$ cat config.mk
export PLATFORM = sky130hd
export DESIGN_NAME = button_press_duration_classifier
export DESIGN_NICKNAME = d
export VERILOG_FILES = /design/src/hdl/bpd_pkg.sv /design/src/hdl/bpd_core.sv /design/src/hdl/button_press_duration_classifier.sv
export SDC_FILE = /design/constraint.sdc
export NUM_CORES = 1
export LEC_CHECK = 0
export BUFFER_PORTS_ARGS = -buffer_cell sky130_fd_sc_hd__buf_2
export CORE_ASPECT_RATIO = 0.7
export CORE_UTILIZATION = 60
export CTS_BUF_LIST = sky130_fd_sc_hd__clkbuf_8
export DETAILED_ROUTE_END_ITERATION = 16
export PLACE_DENSITY = 0.85
export SETUP_SLACK_MARGIN = 0.02
export SLEW_MARGIN = 10
export SYNTH_ARGS = -nofsm -noshare
export SYNTH_HDL_FRONTEND = slang
export SYNTH_SLANG_ARGS = --single-unit
$ cat constraint.sdc
create_clock -name clk -period 3.3 [get_ports clk]
set_input_delay 0.165 -clock clk [delete_from_list [all_inputs] [get_ports clk]]
set_output_delay 0.165 -clock clk [all_outputs]
set_load 0.01 [all_outputs]
$ cat src/hdl/bpd_pkg.sv
// Package for the button press duration classifier.
// Holds the transaction types, phase codes, register indexes and counter helpers.
// No dependencies.
`default_nettype none

package bpd_pkg;

  // Counter width of the press timer.
  localparam int CountWidth = 8;
  localparam int RegWidth   = 8;

  typedef logic [CountWidth-1:0] count_t;
  typedef logic [RegWidth-1:0]   reg_val_t;

  // Configuration register indexes.
  localparam logic [1:0] CFG_DEBOUNCE = 2'd0;
  localparam logic [1:0] CFG_MIDDLE   = 2'd1;
  localparam logic [1:0] CFG_LONG     = 2'd2;

  // Phase codes as reported in the result transaction.
  localparam logic [2:0] PH_WAIT_RELEASE = 3'd0;
  localparam logic [2:0] PH_IDLE         = 3'd1;
  localparam logic [2:0] PH_DEBOUNCE     = 3'd2;
  localparam logic [2:0] PH_SHORT_WIN    = 3'd3;
  localparam logic [2:0] PH_LONG_WIN     = 3'd4;

  // Flag bit positions.
  localparam int FlagShort  = 0;
  localparam int FlagMiddle = 1;
  localparam int FlagLong   = 2;

  typedef struct packed {
    logic       button_level;
    logic [2:0] clear_mask;
  } in_item_t;

  typedef struct packed {
    logic       short_press;
    logic       middle_press;
    logic       long_press;
    logic [2:0] phase;
  } out_item_t;

  // Window lengths handed to the classifier core.
  typedef struct packed {
    reg_val_t debounce_ticks;
    reg_val_t middle_ticks;
    reg_val_t long_ticks;
  } cfg_t;

  // Internal phase state, one-hot.
  typedef enum logic [4:0] {
    S_WAIT_RELEASE = 5'b00001,
    S_IDLE         = 5'b00010,
    S_DEBOUNCE     = 5'b00100,
    S_SHORT_WIN    = 5'b01000,
    S_LONG_WIN     = 5'b10000
  } phase_t;

  localparam logic [31:0] CountMax = 32'((64'd1 << CountWidth) - 64'd1);

  // Load a register value into the counter, saturating if the counter is narrower.
  function automatic count_t load_count(input reg_val_t v);
    logic [31:0] wide;
    wide = 32'(v);
    if (wide > CountMax) begin
      return count_t'(CountMax);
    end
    return count_t'(wide);
  endfunction

endpackage

`default_nettype wire

$ cat src/hdl/bpd_core.sv
// Classifier core: phase machine, press countdown and sticky press flags.
// Depends on bpd_pkg.
`default_nettype none

module bpd_core (
  input  wire logic             clk,
  input  wire logic             rst_n,
  input  wire logic             step_en,
  input  wire bpd_pkg::in_item_t item,
  input  wire bpd_pkg::cfg_t     cfg,
  output bpd_pkg::out_item_t     result
);

  bpd_pkg::phase_t phase_r, phase_nxt;
  bpd_pkg::count_t count_r, count_nxt;
  logic [2:0]      flags_r, flags_nxt;

  bpd_pkg::count_t count_dec;
  logic            released;

  assign released  = item.button_level;
  assign count_dec = (count_r != '0) ? count_r - 1'b1 : count_r;

  // Next state for one tick: clear mask first, then the phase update.
  always_comb begin
    phase_nxt = phase_r;
    count_nxt = count_r;
    flags_nxt = flags_r & ~item.clear_mask;
    case (phase_r)
      bpd_pkg::S_WAIT_RELEASE: begin
        if (released) begin
          phase_nxt = bpd_pkg::S_IDLE;
          count_nxt = '0;
        end
      end
      bpd_pkg::S_IDLE: begin
        if (!released) begin
          phase_nxt = bpd_pkg::S_DEBOUNCE;
          count_nxt = bpd_pkg::load_count(cfg.debounce_ticks);
        end
      end
      bpd_pkg::S_DEBOUNCE: begin
        count_nxt = count_dec;
        if (released) begin
          phase_nxt = bpd_pkg::S_WAIT_RELEASE;
          count_nxt = '0;
        end else if (count_dec == '0) begin
          phase_nxt = bpd_pkg::S_SHORT_WIN;
          count_nxt = bpd_pkg::load_count(cfg.middle_ticks);
        end
      end
      bpd_pkg::S_SHORT_WIN: begin
        count_nxt = count_dec;
        if (released) begin
          phase_nxt = bpd_pkg::S_WAIT_RELEASE;
          count_nxt = '0;
          flags_nxt = 3'b001 << bpd_pkg::FlagShort;
        end else if (count_dec == '0) begin
          phase_nxt = bpd_pkg::S_LONG_WIN;
          count_nxt = bpd_pkg::load_count(cfg.long_ticks);
        end
      end
      bpd_pkg::S_LONG_WIN: begin
        count_nxt = count_dec;
        if (released) begin
          phase_nxt = bpd_pkg::S_WAIT_RELEASE;
          count_nxt = '0;
          flags_nxt = 3'b001 << bpd_pkg::FlagMiddle;
        end else if (count_dec == '0) begin
          phase_nxt = bpd_pkg::S_WAIT_RELEASE;
          flags_nxt = 3'b001 << bpd_pkg::FlagLong;
        end
      end
      default: begin
        phase_nxt = bpd_pkg::S_WAIT_RELEASE;
        count_nxt = '0;
      end
    endcase
  end

  // State registers advance once per accepted tick.
  always_ff @(posedge clk) begin
    if (!rst_n) begin
      phase_r <= bpd_pkg::S_WAIT_RELEASE;
      count_r <= '0;
      flags_r <= '0;
    end else if (step_en) begin
      phase_r <= phase_nxt;
      count_r <= count_nxt;
      flags_r <= flags_nxt;
    end
  end

  // Result of this tick, taken from the next state.
  always_comb begin
    result.short_press  = flags_nxt[bpd_pkg::FlagShort];
    result.middle_press = flags_nxt[bpd_pkg::FlagMiddle];
    result.long_press   = flags_nxt[bpd_pkg::FlagLong];
    case (phase_nxt)
      bpd_pkg::S_WAIT_RELEASE: result.phase = bpd_pkg::PH_WAIT_RELEASE;
      bpd_pkg::S_IDLE:         result.phase = bpd_pkg::PH_IDLE;
      bpd_pkg::S_DEBOUNCE:     result.phase = bpd_pkg::PH_DEBOUNCE;
      bpd_pkg::S_SHORT_WIN:    result.phase = bpd_pkg::PH_SHORT_WIN;
      bpd_pkg::S_LONG_WIN:     result.phase = bpd_pkg::PH_LONG_WIN;
      default:                 result.phase = bpd_pkg::PH_WAIT_RELEASE;
    endcase
  end

endmodule

`default_nettype wire

$ cat src/hdl/button_press_duration_classifier.sv
// Channel   Direction  Handshake        Payload
// in_       input      in_valid/stall   bpd_pkg::in_item_t  (one timer tick)
// out_      output     out_valid/stall  bpd_pkg::out_item_t (flags and phase)
// cfg_      input      cfg_valid/ready  2-bit index, 8-bit data
//
// One tick transaction is accepted per cycle; its result appears in the output
// register on the next cycle. The input is stalled only while the output register
// holds a result that the sink is stalling. Configuration writes are always ready.
// Synchronous active-low reset returns the phase to wait-release, clears the
// flags and counter, and loads the register defaults 5, 50 and 100.
//
// Top level: configuration registers, output register and the classifier core.
// Depends on bpd_pkg and bpd_core.
`default_nettype none

module button_press_duration_classifier (
  input  wire logic               clk,
  input  wire logic               rst_n,
  input  wire logic               in_valid,
  output logic                    in_stall,
  input  wire bpd_pkg::in_item_t  in_data,
  output logic                    out_valid,
  input  wire logic               out_stall,
  output bpd_pkg::out_item_t      out_data,
  input  wire logic               cfg_valid,
  output logic                    cfg_ready,
  input  wire logic [1:0]         cfg_index,
  input  wire bpd_pkg::reg_val_t  cfg_data
);

  bpd_pkg::cfg_t      cfg_r;
  bpd_pkg::out_item_t core_result;
  bpd_pkg::out_item_t out_data_r;
  logic               out_valid_r, out_valid_nxt;
  logic               in_accept;

  assign cfg_ready = 1'b1;
  assign in_stall  = out_valid_r & out_stall;
  assign in_accept = in_valid & ~in_stall;

  // Configuration register writes.
  always_ff @(posedge clk) begin
    if (!rst_n) begin
      cfg_r.debounce_ticks <= 8'd5;
      cfg_r.middle_ticks   <= 8'd50;
      cfg_r.long_ticks     <= 8'd100;
    end else if (cfg_valid && cfg_ready) begin
      case (cfg_index)
        bpd_pkg::CFG_DEBOUNCE: cfg_r.debounce_ticks <= cfg_data;
        bpd_pkg::CFG_MIDDLE:   cfg_r.middle_ticks   <= cfg_data;
        bpd_pkg::CFG_LONG:     cfg_r.long_ticks     <= cfg_data;
        default: begin
        end
      endcase
    end
  end

  bpd_core u_core (
    .clk     (clk),
    .rst_n   (rst_n),
    .step_en (in_accept),
    .item    (in_data),
    .cfg     (cfg_r),
    .result  (core_result)
  );

  // Output register: loads on every accepted tick, empties when taken.
  always_comb begin
    out_valid_nxt = out_valid_r & out_stall;
    if (in_accept) begin
      out_valid_nxt = 1'b1;
    end
  end

  always_ff @(posedge clk) begin
    if (!rst_n) begin
      out_valid_r <= 1'b0;
    end else begin
      out_valid_r <= out_valid_nxt;
    end
  end

  always_ff @(posedge clk) begin
    if (in_accept) begin
      out_data_r <= core_result;
    end
  end

  assign out_valid = out_valid_r;
  assign out_data  = out_data_r;

`ifndef SYNTHESIS
  // An accepted tick always leaves a result in the output register.
  a_accept_fills: assert property (@(posedge clk) disable iff (!rst_n)
    in_accept |=> out_valid)
    else $error("accepted tick produced no result");

  // The input is held off only while a result is waiting.
  a_stall_needs_result: assert property (@(posedge clk) disable iff (!rst_n)
    in_stall |-> out_valid)
    else $error("input stalled with empty output register");

  // The press flags are mutually exclusive.
  a_flags_exclusive: assert property (@(posedge clk) disable iff (!rst_n)
    out_valid |-> $onehot0({out_data.short_press, out_data.middle_press,
                            out_data.long_press}))
    else $error("more than one press flag set");
`endif

endmodule

`default_nettype wire

* Word level (Yosys, flattened, before mapping)
Index checks and enable logic that the tools add are counted.
** Storage, ports and cells
- Register bits after elaboration :: 47
- Bits in latches :: 0
- Memory bits (writable) :: 0
- Memory bits (read-only) :: 0
- Input bits :: 19
- Output and inout bits :: 9
- Logic and storage cells :: 61
- Memories kept :: 0
** Operators by class
- Add/sub/neg operators :: 1
- Multiply operators :: 0
- Divide/modulo/power cells :: 0
- Order comparisons :: 0
- Equality and inequality tests :: 13
- Shift-type cells :: 0
- Multiplexer cells :: 24
- Bitwise logic cells :: 5
- Reduce and logical (&&, ||, !) cells :: 7
** Operators by type and width (count)
- two-way mux 8 bit :: 8
- two-way mux 5 bit :: 8
- one-hot mux 8 bit (5 select lines) :: 1
- one-hot mux 5 bit (5 select lines) :: 1
- one-hot mux 3 bit (4 select lines) :: 1
- == test 5 x 2 -> 1 bit (second input constant) :: 2
- == test 5 x 3 -> 1 bit (second input constant) :: 2
- == test 5 x 4 -> 1 bit (second input constant) :: 2
- == test 5 bit (second input constant) :: 2
- two-way mux 3 bit :: 3
- logical NOT 8 bit :: 1
- nonzero test 8 bit :: 1
- subtractor 8 x 1 -> 8 bit (second input constant) :: 1
- one-hot mux 3 bit (2 select lines) :: 1
- AND reduction 2 bit :: 3
- == test 5 x 1 -> 1 bit (second input constant) :: 1
- != test 2 bit (second input constant) :: 2
- AND 3 bit :: 1
- inverter 3 bit :: 1
- AND reduction 3 bit :: 1
- AND 1 bit :: 2
- == test 2 x 1 -> 1 bit (second input constant) :: 1
- == test 2 bit (second input constant) :: 1
- logical NOT 2 bit :: 1
- other kinds (2) :: 2

* Longest topological paths before layout
Gate-level depths: netlist (run 1).
- Word-level depth :: 8
- Gate-level depth with buffers :: 10

* By module
Synthesis (run 1) repeated with hierarchy kept, for this count alone.
** Second synthesis, totals
- Cells, all modules :: 305
- Area total of the unflattened synthesis :: 2762.6 um^2
** By module, submodules not included
- bpd_core :: times used 1, cells each 192, area an instance 1537.7 um^2, seq. area each 320.3 um^2
- button_press_duration_classifier :: times used 1, cells each 113, area an instance 1224.9 um^2, seq. area each 680.7 um^2

* Worst setup path after synthesis (run 1)
Ideal clock, no wire load.
- Path type :: register to register
- Start :: register u_core.count_r[0]
- End :: register out_data_r (netlist bit out_data[1]), data pin
- Arrival time :: 2314 ps
- Required time :: 3039 ps
- Slack :: 726 ps
- Stages on the path, launching flop included :: 10
- Path buffers :: 1
- Period minus slack after synthesis :: 2574 ps
- Path through :: dfxtp_1 -> inv_1 -> ha_1 -> or3b_1 -> clkbuf_1 -> nor2_2 -> a32oi_4 -> o311a_1 -> o221a_1 -> a221o_1
** RTL lines
- from (decl) :: line bpd_core.sv:15 : bpd_pkg::count_t count_r, count_nxt;
- from (signal assigned) :: line bpd_core.sv:89 : count_r <= count_nxt;
- to (signal assigned) :: line button_press_duration_classifier.sv:85 : out_data_r <= core_result;
- to (decl) :: line button_press_duration_classifier.sv:33 : bpd_pkg::out_item_t out_data_r;

==> results.md, run 1 <==
- Comb pwr share: 0.103
- Diode count: 0
- Via count: 2434
- Pwr Density: 375 nW/um^2
- Clock latency on the worst-skew pair: 0.30 ns
- Die Area: 4710 um^2
- Post-synth top area share: 0.308
- CTS tree: done
- Starting Density: 0.651
- Largest net degree at the start of global routing: 29
- Sw Pwr: 0.290 mW
- First-pass GRT wire length: 10.7 mm
- Synth top area cells: dfxtp_1 31%, mux2i_1 6.8%, edfxtp_1 6.8%, nand2_1 5.6%, nor2_1 3.7%
- Vias in the first global route: 2230
- WP data required: 3.36 ns
- Post-synth top cells: 41 x dfxtp_1, 40 x nand2_1, 26 x nor2_1
- Post-CTS setup buffers: 0
- RePlAce Congestion: 0.955
- Die Ht: 57.7 um
- Share of total power in sequential cells: 0.565
- H-tree depth: 2
- Flop-to-flop setup slack: 0.56 ns
- Slew Limit Fails: 0
- Period utilisation layout: 0.831
- Post-synthesis net count: 326
- Area grow syn2layout: 8.03%
- Hold Fails Final Rpt: 0
- Critical Path, Cell by Cell: inv_1 > ha_1 > or3b_1 > nor2_2 > a32oi_4 > o311a_1 > o221a_1 > a221o_1
- Syn_area_per_cell: 8.71 um^2
- Fin Setup TNS: 0 ns
- Clock-pin slew on the worst setup and hold paths: 0.09 ns
- Gr usage total: 0.301
- Rows: 19
- Core Util, Final: 0.704
- Routed vias/inst: 6.54
- DRC: 0
- Post-synth ARST share: 0
- WP data arrival: 2.80 ns
- Longest Clk Path Bufs: 2
- Worst slew pin tran: 0.639 ns
- Worst slack, placed: 0.581 ns
- Number of cells after detailed placement: 364
- Max-slew headroom at the worst pin: 0.573
- LEAKAGE: 1.11 nW
- DRT antenna net count: 0
- IO Port Bufs: 26
- Core box area: 4090 um^2
- Ys flop type: dfxtp_1
- Cell taking the most area after synthesis: dfxtp_1
- Achievable Freq: 0.365 GHz
- Root Driver: clkbuf_8
- VDD IR max: 287 uV
- CTS Buf Count: 5
- Nets: 339
- TritonCTS Sinks: 47
- YS warnings: 0
- Internal power: 0.790 mW
- Sw frac: 0.268
- Tmin final: 2.74 ns
- Cell with the most instances after synthesis: dfxtp_1
- Post-CTS sizing: 0
- Pre-antenna DRT Iters: 5
- CP bufs+invs: 1
- Post-synthesis cell count: 306
- Register area share after synthesis: 0.376
- Hold-fix buffers at CTS: 0
- Die X-Extent: 81.6 um
- Final setup fails: 0
- Cell Area, Synth: 2660 um^2
- Critical path class: reg2reg
- Top-Level Pins: 28
- Post-synth cell types: 71
- Post-DR wirelength/cell: 17.0 um
- Seq cells post-synth: 47
- Detailed-route wire length: 6.32 mm
- Top delay family on crit path: compound AO/OA/AOI/OAI gates
- Fin cells: 372
- Fraction of layout cells with a size suffix above 1: 0.181
- Crit. End Element: flip-flop
- DP HPWL: 4.45 mm
- Unrepaired setup endpoints after global routing: false
- Clk network pwr share: 0.333
- Initial antenna violation count: 0
- Post-synth EDFFs: 6
- Critical Path Fanout Max: 6
- Critical Path Max Stage Delay: 0.46 ns
- Crit path max-delay cell type: or3b_1
- Post-route setup slack: 0.559 ns
- Initial DRC Count: 294
- Hold WC Path Type: in2reg
- Status: finished, final reports clean
- Startpoint types: flip-flop
- Max Clock Skew: 0.00588 ns
- Max_cap viols: 0
- Total grt overflow: 0
-- cell usage in the layout (no fill, tap or decap), types with 4 or more instances in the layout --
| master | n |
|---|---|
| nor2_1 | 26 |
| nand2b_1 | 6 |
| a21o_1 | 4 |
| clkbuf_8 | 5 |
| edfxtp_1 | 6 |
| a31oi_1 | 5 |
| o21a_1 | 4 |
| a21oi_1 | 14 |
| o21ai_0 | 9 |
| nand2_1 | 40 |
| buf_4 | 4 |
| mux2i_1 | 18 |
| buf_2 | 26 |
| a221oi_1 | 4 |
| nand3_1 | 10 |
| nor3_1 | 10 |
| dfxtp_1 | 41 |
| inv_1 | 6 |
-- flip-flops by register name (all words and copies together) (netlist names) --
signal / flops
cfg_r: 24
u_core.count_r: 8
out_data: 6
u_core.phase_r: 5
u_core.flags_r: 3
out_valid: 1
-- logic make-up (layout without fill, tap and decap cells) --
group	Yosys count	in the layout	share of synthesized area
flip-flops	47	47	0.376
buffers and inverters	32	46	0.0498
XOR/XNOR	5	5	0.0164
adder cells (fa/ha/maj)	1	1	0.00470
AND/OR/NAND/NOR	118	118	0.225
other	1	1	0.00141
AO/OA/AOI/OAI	84	84	0.259
multiplexers	18	18	0.0676
-- power groups by stage --
| stage | sequential, mW | clock [mW] | combinational [mW] |
|---|---|---|---|
| 3_5_place_dp | 0.623 | 0 | 0.109 |
| 5_1_grt | 0.612 | 0.390 | 0.121 |
| 6_report | 0.610 | 0.360 | 0.111 |
| 3_3_place_gp | 0.622 | 0 | 0.106 |
| 4_1_cts | 0.609 | 0.362 | 0.109 |
| 2_1_floorplan | 0.619 | 0 | 0.0764 |
-- worst paths after layout --
path / cells after the start / end / startpoint
worst max register to register: 8 / out_data[1] / u_core.count_r[0]
worst max-delay path: 8 / out_data[1] / u_core.count_r[0]
worst min-delay path: 2 / out_valid / in_valid
worst min register to register: 2 / cfg_r[14] / cfg_r[14]
-- layer usage --
layer	GRT usage	share of wire
met1	0.445	0.47
met2	0.457	0.44
met3	0.0583	0.074
met4	0.0627	0.015
met5	0	0
-- layout make-up --
| cell class | instances | area, um^2 |
|---|---|---|
| Clock buffer | 5 | 68.8 |
| Clock inverter | 3 | 22.5 |
| Fill cell | 341 | 1210 |
| Inverter | 8 | 30.0 |
| Multi-Input combinational cell | 227 | 1530 |
| Sequential cell | 47 | 1000 |
| Tap cell | 52 | 65.1 |
| Timing Repair Buffer | 30 | 160 |
-- metrics by stage --
stage                     hold WS (ns)  total power, mW  instance area (um^2)
after CTS                       0.0746             1.08                  2880
after global routing            0.0960             1.12                  2880
after detailed placement         0.386            0.731                  2790
after floorplan                  0.289            0.695                  2660
final                           0.0715             1.08                  2880
after global placement           0.382            0.728                  2790
Power figures use the tool's default switching activity.
==> run 2: changes to the inputs <==
ABC_AREA = 1   (was default)
CORE_UTILIZATION = 55   (was 60)
PLACE_DENSITY = 0.82   (was 0.85)
clock period = 2.3 ns   (was 3.3 ns; I/O delays follow)
==> results.md, run 2 <==
- DRC: 0
- Top delay family on crit path: simple AND/OR/NAND/NOR gates
- Crit. End Element: flip-flop
- Achievable Freq: 0.460 GHz
- Post-synth cell types: 35
- Hold WC Path Type: in2reg
- Internal power: 1.32 mW
- Synth top area cells: dfxtp_1 32%, nand2_1 14%, nor2_1 7.3%, inv_1 7.2%, edfxtp_1 7.0%
- Pre-antenna DRT Iters: 5
- Fill count: 404
- Die X-Extent: 83.6 um
- Sw frac: 0.270
- Root Driver: clkbuf_8
- Seq cells post-synth: 47
- Cell with the most instances after synthesis: nand2_1
- LEAKAGE: 1.48 nW
- First-pass GRT wire length: 10.3 mm
- Die Area: 4940 um^2
- Initial antenna violation count: 0
- Clock-pin slew on the worst setup and hold paths: 0.09 ns
- Post-synth top area share: 0.320
- Comb pwr share: 0.150
- Worst slew pin tran: 0.676 ns
- Diode count: 0
- Critical Path Max Stage Delay: 0.34 ns
- Hold-fix buffers at CTS: 0
- Gr usage total: 0.264
- Ys flop type: dfxtp_1
- Share of total power in sequential cells: 0.494
- Post-route setup slack: 0.126 ns
- Die Ht: 59.1 um
- Nets: 425
- Sw Pwr: 0.487 mW
- Fin Setup TNS: 0 ns
- Startpoint types: flip-flop
- Core box area: 4400 um^2
- Unrepaired setup endpoints after global routing: false
- Number of flip-flops in the largest register: 24
- Longest Clk Path Bufs: 2
- Most flop-heavy register: cfg_r
- Initial DRC Count: 151
- Max Clock Skew: 0.00679 ns
- Critical Path, Cell by Cell: inv_2 > ha_2 > nand2_4 > inv_4 > nand3_1 > nand2_1 > nand2_1 > nor2_4 > nand2_4 > nand4_1 > nand2_1 > or2_1
- Max_cap viols: 0
- Critical Path Fanout Max: 8
- Cell taking the most area after synthesis: dfxtp_1
- Tmin final: 2.17 ns
- Post-synth EDFFs: 6
- Rows: 20
- Hold Fails Final Rpt: 0
- Worst slack, placed: 0.120 ns
- Post-synthesis cell count: 374
- WP data arrival: 2.24 ns
- Core Util, Final: 0.657
- Max-slew headroom at the worst pin: 0.549
- TritonCTS Sinks: 47
- Routed vias/inst: 5.34
- Most frequent cells in the layout: 98 x nand2_1, 50 x nor2_1, 48 x inv_1
- Period utilisation layout: 0.945
- Crit path max-delay cell type: dfxtp_2
- Vias in the first global route: 2326
- CTS Buf Count: 5
- DRT antenna net count: 0
- IO Port Bufs: 26
- CP bufs+invs: 2
- Commonest non-fill, non-tap cell in the layout: nand2_1
- Critical path class: reg2reg
- Post-synth top cells: 98 x nand2_1, 50 x nor2_1, 49 x inv_1
- Pwr Density: 624 nW/um^2
- Fraction of layout cells with a size suffix above 1: 0.182
- RePlAce Congestion: 0.876
- Largest net degree at the start of global routing: 27
- Cell Area, Synth: 2560 um^2
- Top-Level Pins: 28
- WP data required: 2.36 ns
- Detailed-route wire length: 6.10 mm
- Via count: 2461
- DP HPWL: 4.48 mm
- Clock latency on the worst-skew pair: 0.31 ns
- Register area share after synthesis: 0.391
- Area grow syn2layout: 12.8%
- Slew Limit Fails: 0
- CTS tree: done
- Crit path top cell by count: nand2_1
- H-tree depth: 2
- Starting Density: 0.582
- VDD IR max: 428 uV
- Post-synth ARST share: 0
- Clk network pwr share: 0.356
- Final setup fails: 0
- Post-DR wirelength/cell: 13.2 um
- Total grt overflow: 0
- Post-synthesis net count: 394
- Status: finished, final reports clean
- YS warnings: 0
- Syn_area_per_cell: 6.85 um^2
run 2: cell count changes in the layout (fill, tap and decap cells not counted), sizes merged, moves of 6 or more:
| cell | before | now |
|---|---|---|
| nor2 | 27 | 56 |
| inv | 8 | 51 |
| nand2b | 6 | 0 |
| nand3 | 10 | 24 |
| nand4 | 0 | 16 |
| a31oi | 6 | 0 |
| o21ai | 11 | 26 |
| nor3 | 11 | 2 |
| a21oi | 14 | 22 |
| nand2 | 41 | 103 |
| a221oi | 6 | 0 |
| mux2i | 18 | 0 |
run 2: power groups by stage:
stage / Clock [mW] / Combinational [mW] / Sequential [mW]
after global routing: 0.664 / 0.304 / 0.897
after detailed placement: 0 / 0.251 / 0.911
after floorplan: 0 / 0.182 / 0.910
after global placement: 0 / 0.245 / 0.909
after CTS: 0.642 / 0.253 / 0.892
final: 0.643 / 0.271 / 0.892
run 2: cell families after synthesis:
logic type / synth area share
flip-flops: 0.391
adder cells (fa/ha/maj): 0.00488
XOR/XNOR: 0.00342
AO/OA/AOI/OAI: 0.124
AND/OR/NAND/NOR: 0.369
other: 0.00146
buffers and inverters: 0.107
run 2: what timing repair did:
action	4_1_cts	5_1_grt
endpoints found under the setup margin	0	14
gates resized for setup	0	8
hold endpoints to repair	0	0
buffers inserted	0	1
run 2: tightest hold or removal path, delay by kind of cell:
family | cells | cell delay (ns)
and+or+nand+nor | 2 | 0.12
buffers and inverters | 1 | 0.09
run 2: worst paths after layout:
check                endpoint  slack (ns)  cells after the start               from
hold / removal       cfg_r[8]        0.05                      3        cfg_data[0]
setup / recovery  out_data[0]        0.13                     12  u_core.count_r[0]
hold reg to reg      cfg_r[3]        0.47                      2           cfg_r[3]
setup reg to reg  out_data[0]        0.13                     12  u_core.count_r[0]
run 2: routing by layer:
metal / vias up / track usage / wire (um)
met5: - / 0 / 0
met4: 0 / 0.0775 / 53
met3: 7 / 0.0529 / 338
met2: 77 / 0.463 / 2850
met1: 1116 / 0.337 / 2860
li1: 1261 / - / -
run 2: per-stage QoR:
step           area [um^2]  cells  total power, mW  hold slack [ns]
6_report              2890    461             1.81           0.0494
2_1_floorplan         2560    374             1.09            0.228
3_3_place_gp          2740    452             1.15            0.355
4_1_cts               2860    460             1.79           0.0499
5_1_grt               2890    461             1.86           0.0728
3_5_place_dp          2740    452             1.16            0.369
run 2: area by class of cell:
type / count / area [um^2] / share of cell area
clock inverter: 2 / 35.0 / 0.0121
clock buffer: 6 / 82.6 / 0.0286
multi-input combinational: 264 / 1310 / 0.452
tap: 55 / 68.8 / 0.0238
sequential: 47 / 1000 / 0.347
inverter: 53 / 201 / 0.0697
timing repair buffer: 34 / 194 / 0.0671
==> run 3: changes to the inputs <==
CORE_UTILIZATION = 60   (was 55)
PLACE_DENSITY = 0.85   (was 0.82)
clock period = 2.4 ns   (was 2.3 ns; I/O delays follow)
==> results.md, run 3 (synthesis results as in run 2) <==
- CTS tree: done
- Pwr Density: 557 nW/um^2
- VDD IR max: 420 uV
- Clock latency on the worst-skew pair: 0.30 ns
- Post-CTS setup buffers: 0
- Commonest non-fill, non-tap cell in the layout: nand2_1
- Achievable Freq: 0.469 GHz
- Max_cap viols: 0
- First-pass GRT wire length: 9.76 mm
- End of the critical path: out_data[0]
- Flop-to-flop setup slack: 0.27 ns
- Unrepaired setup endpoints after global routing: false
- Hold Fails Final Rpt: 0
- Final setup fails: 0
- Total grt overflow: 0
- Gr usage total: 0.282
- Period utilisation layout: 0.888
- Post-CTS sizing: 0
- Pre-antenna DRT Iters: 5
- Routed vias/inst: 5.36
- Initial DRC Count: 116
- Slew Limit Fails: 0
- Max-slew headroom at the worst pin: 0.554
- Largest net degree at the start of global routing: 28
- CTS Buf Count: 5
- RePlAce Congestion: 0.917
- WP data required: 2.45 ns
- H-tree depth: 2
- IO Port Bufs: 26
- Post-DR wirelength/cell: 12.8 um
- DP HPWL: 4.47 mm
- Fin Setup TNS: 0 ns
- Critical path class: reg2reg
- Most flop-heavy register: cfg_r
- LEAKAGE: 1.46 nW
- Die Ht: 56.7 um
- Fraction of layout cells with a size suffix above 1: 0.163
- DRC: 0
- Worst R2R End: out_data[0]
- DRT antenna net count: 0
- Reg2reg path depth: 12
- TritonCTS Sinks: 47
- Most frequent cells in the layout: 98 x nand2_1, 50 x inv_1, 50 x nor2_1
- Longest Clk Path Bufs: 2
- Critical Path Fanout Max: 8
- Die Area: 4540 um^2
- Hold WS: 0.0653 ns
- Crit. End Element: flip-flop
- Area grow syn2layout: 10.2%
- Rows: 19
- Top-Level Pins: 28
- Worst slew pin tran: 0.668 ns
- Hold WC Path Type: in2reg
- Number of flip-flops in the largest register: 24
- Status: finished, final reports clean
- RR Startpoint: u_core.count_r[0]
- Hold-fix buffers at CTS: 0
- Startpoint types: flip-flop
- WP data arrival: 2.19 ns
- Crit path launch: u_core.count_r[0]
- Core box area: 3990 um^2
- Diode count: 0
- Nets: 423
- Vias in the first global route: 2221
- Initial antenna violation count: 0
- Clock-pin slew on the worst setup and hold paths: 0.08 ns
- Tot Pwr: 1.57 mW
- Max Clock Skew: 0.00430 ns
- Root Driver: clkbuf_8
- Detailed-route wire length: 5.85 mm
- Via count: 2443
- Tmin final: 2.13 ns
- Starting Density: 0.642
- Die X-Extent: 80.1 um
## run 3: cell count changes in the layout (fill, tap and decap cells not counted), sizes merged
cell,change
bufinv,-1
inv,+1
buf,-2
## run 3: report_power, final
group          leakage (nW)  internal, mW  switching (mW)
clock                0.0500         0.227           0.249
combinational          1.01        0.0813           0.161
sequential            0.396         0.835          0.0189
total                  1.46          1.14           0.429
## run 3: metrics by stage
stage                     instances  worst slack, ns  utilization  area (um^2)
after CTS                       456            0.244        0.706         2820
final                           456            0.268        0.707         2820
after global routing            456           0.0305        0.707         2820
after detailed placement        448            0.257        0.684         2730
after global placement          448            0.301        0.684         2730
after floorplan                 374            0.487            -         2560
## run 3: worst min path at each step
stage                 from   endpoint  slack (ns)  cells after the start
6_report       cfg_data[1]   cfg_r[9]        0.07                      3
5_1_grt        cfg_data[5]  cfg_r[13]        0.08                      3
4_1_cts        cfg_data[1]   cfg_r[9]        0.06                      3
3_5_place_dp   cfg_data[1]   cfg_r[9]        0.37                      3
3_3_place_gp   cfg_data[5]   cfg_r[5]        0.36                      3
2_1_floorplan  cfg_data[5]   cfg_r[5]        0.23                      2
## run 3: area by class of cell
| cell class | instances | area [um^2] |
|---|---|---|
| fillers | 367 | 1170 |
| multi-input cells | 264 | 1290 |
| clock buffers | 6 | 82.6 |
| clock inverters | 2 | 7.51 |
| repair buffers | 32 | 175 |
| inverters | 53 | 201 |
| flip-flops and latches | 47 | 1000 |
| well taps | 52 | 65.1 |
## run 3: per-layer routing
layer	vias to the layer above	share of wire	global-route usage	routed length (um)
met3	9	0.075	0.0650	436
met4	0	0.014	0.0842	80
li1	1257	-	-	-
met5	-	0	0	0
met2	88	0.45	0.454	2640
met1	1089	0.46	0.377	2690
## run 3: critical path, stage by stage, from the launching register on
cell	delay [ns]
dfxtp_1	0.33
inv_1	0.14
ha_2	0.26
nand2_4	0.08
inv_4	0.08
nand3_1	0.06
nand2_1	0.09
nand3_2	0.10
nor2_4	0.18
nand2_2	0.15
nand4_1	0.13
nand2_1	0.08
or2_1	0.21
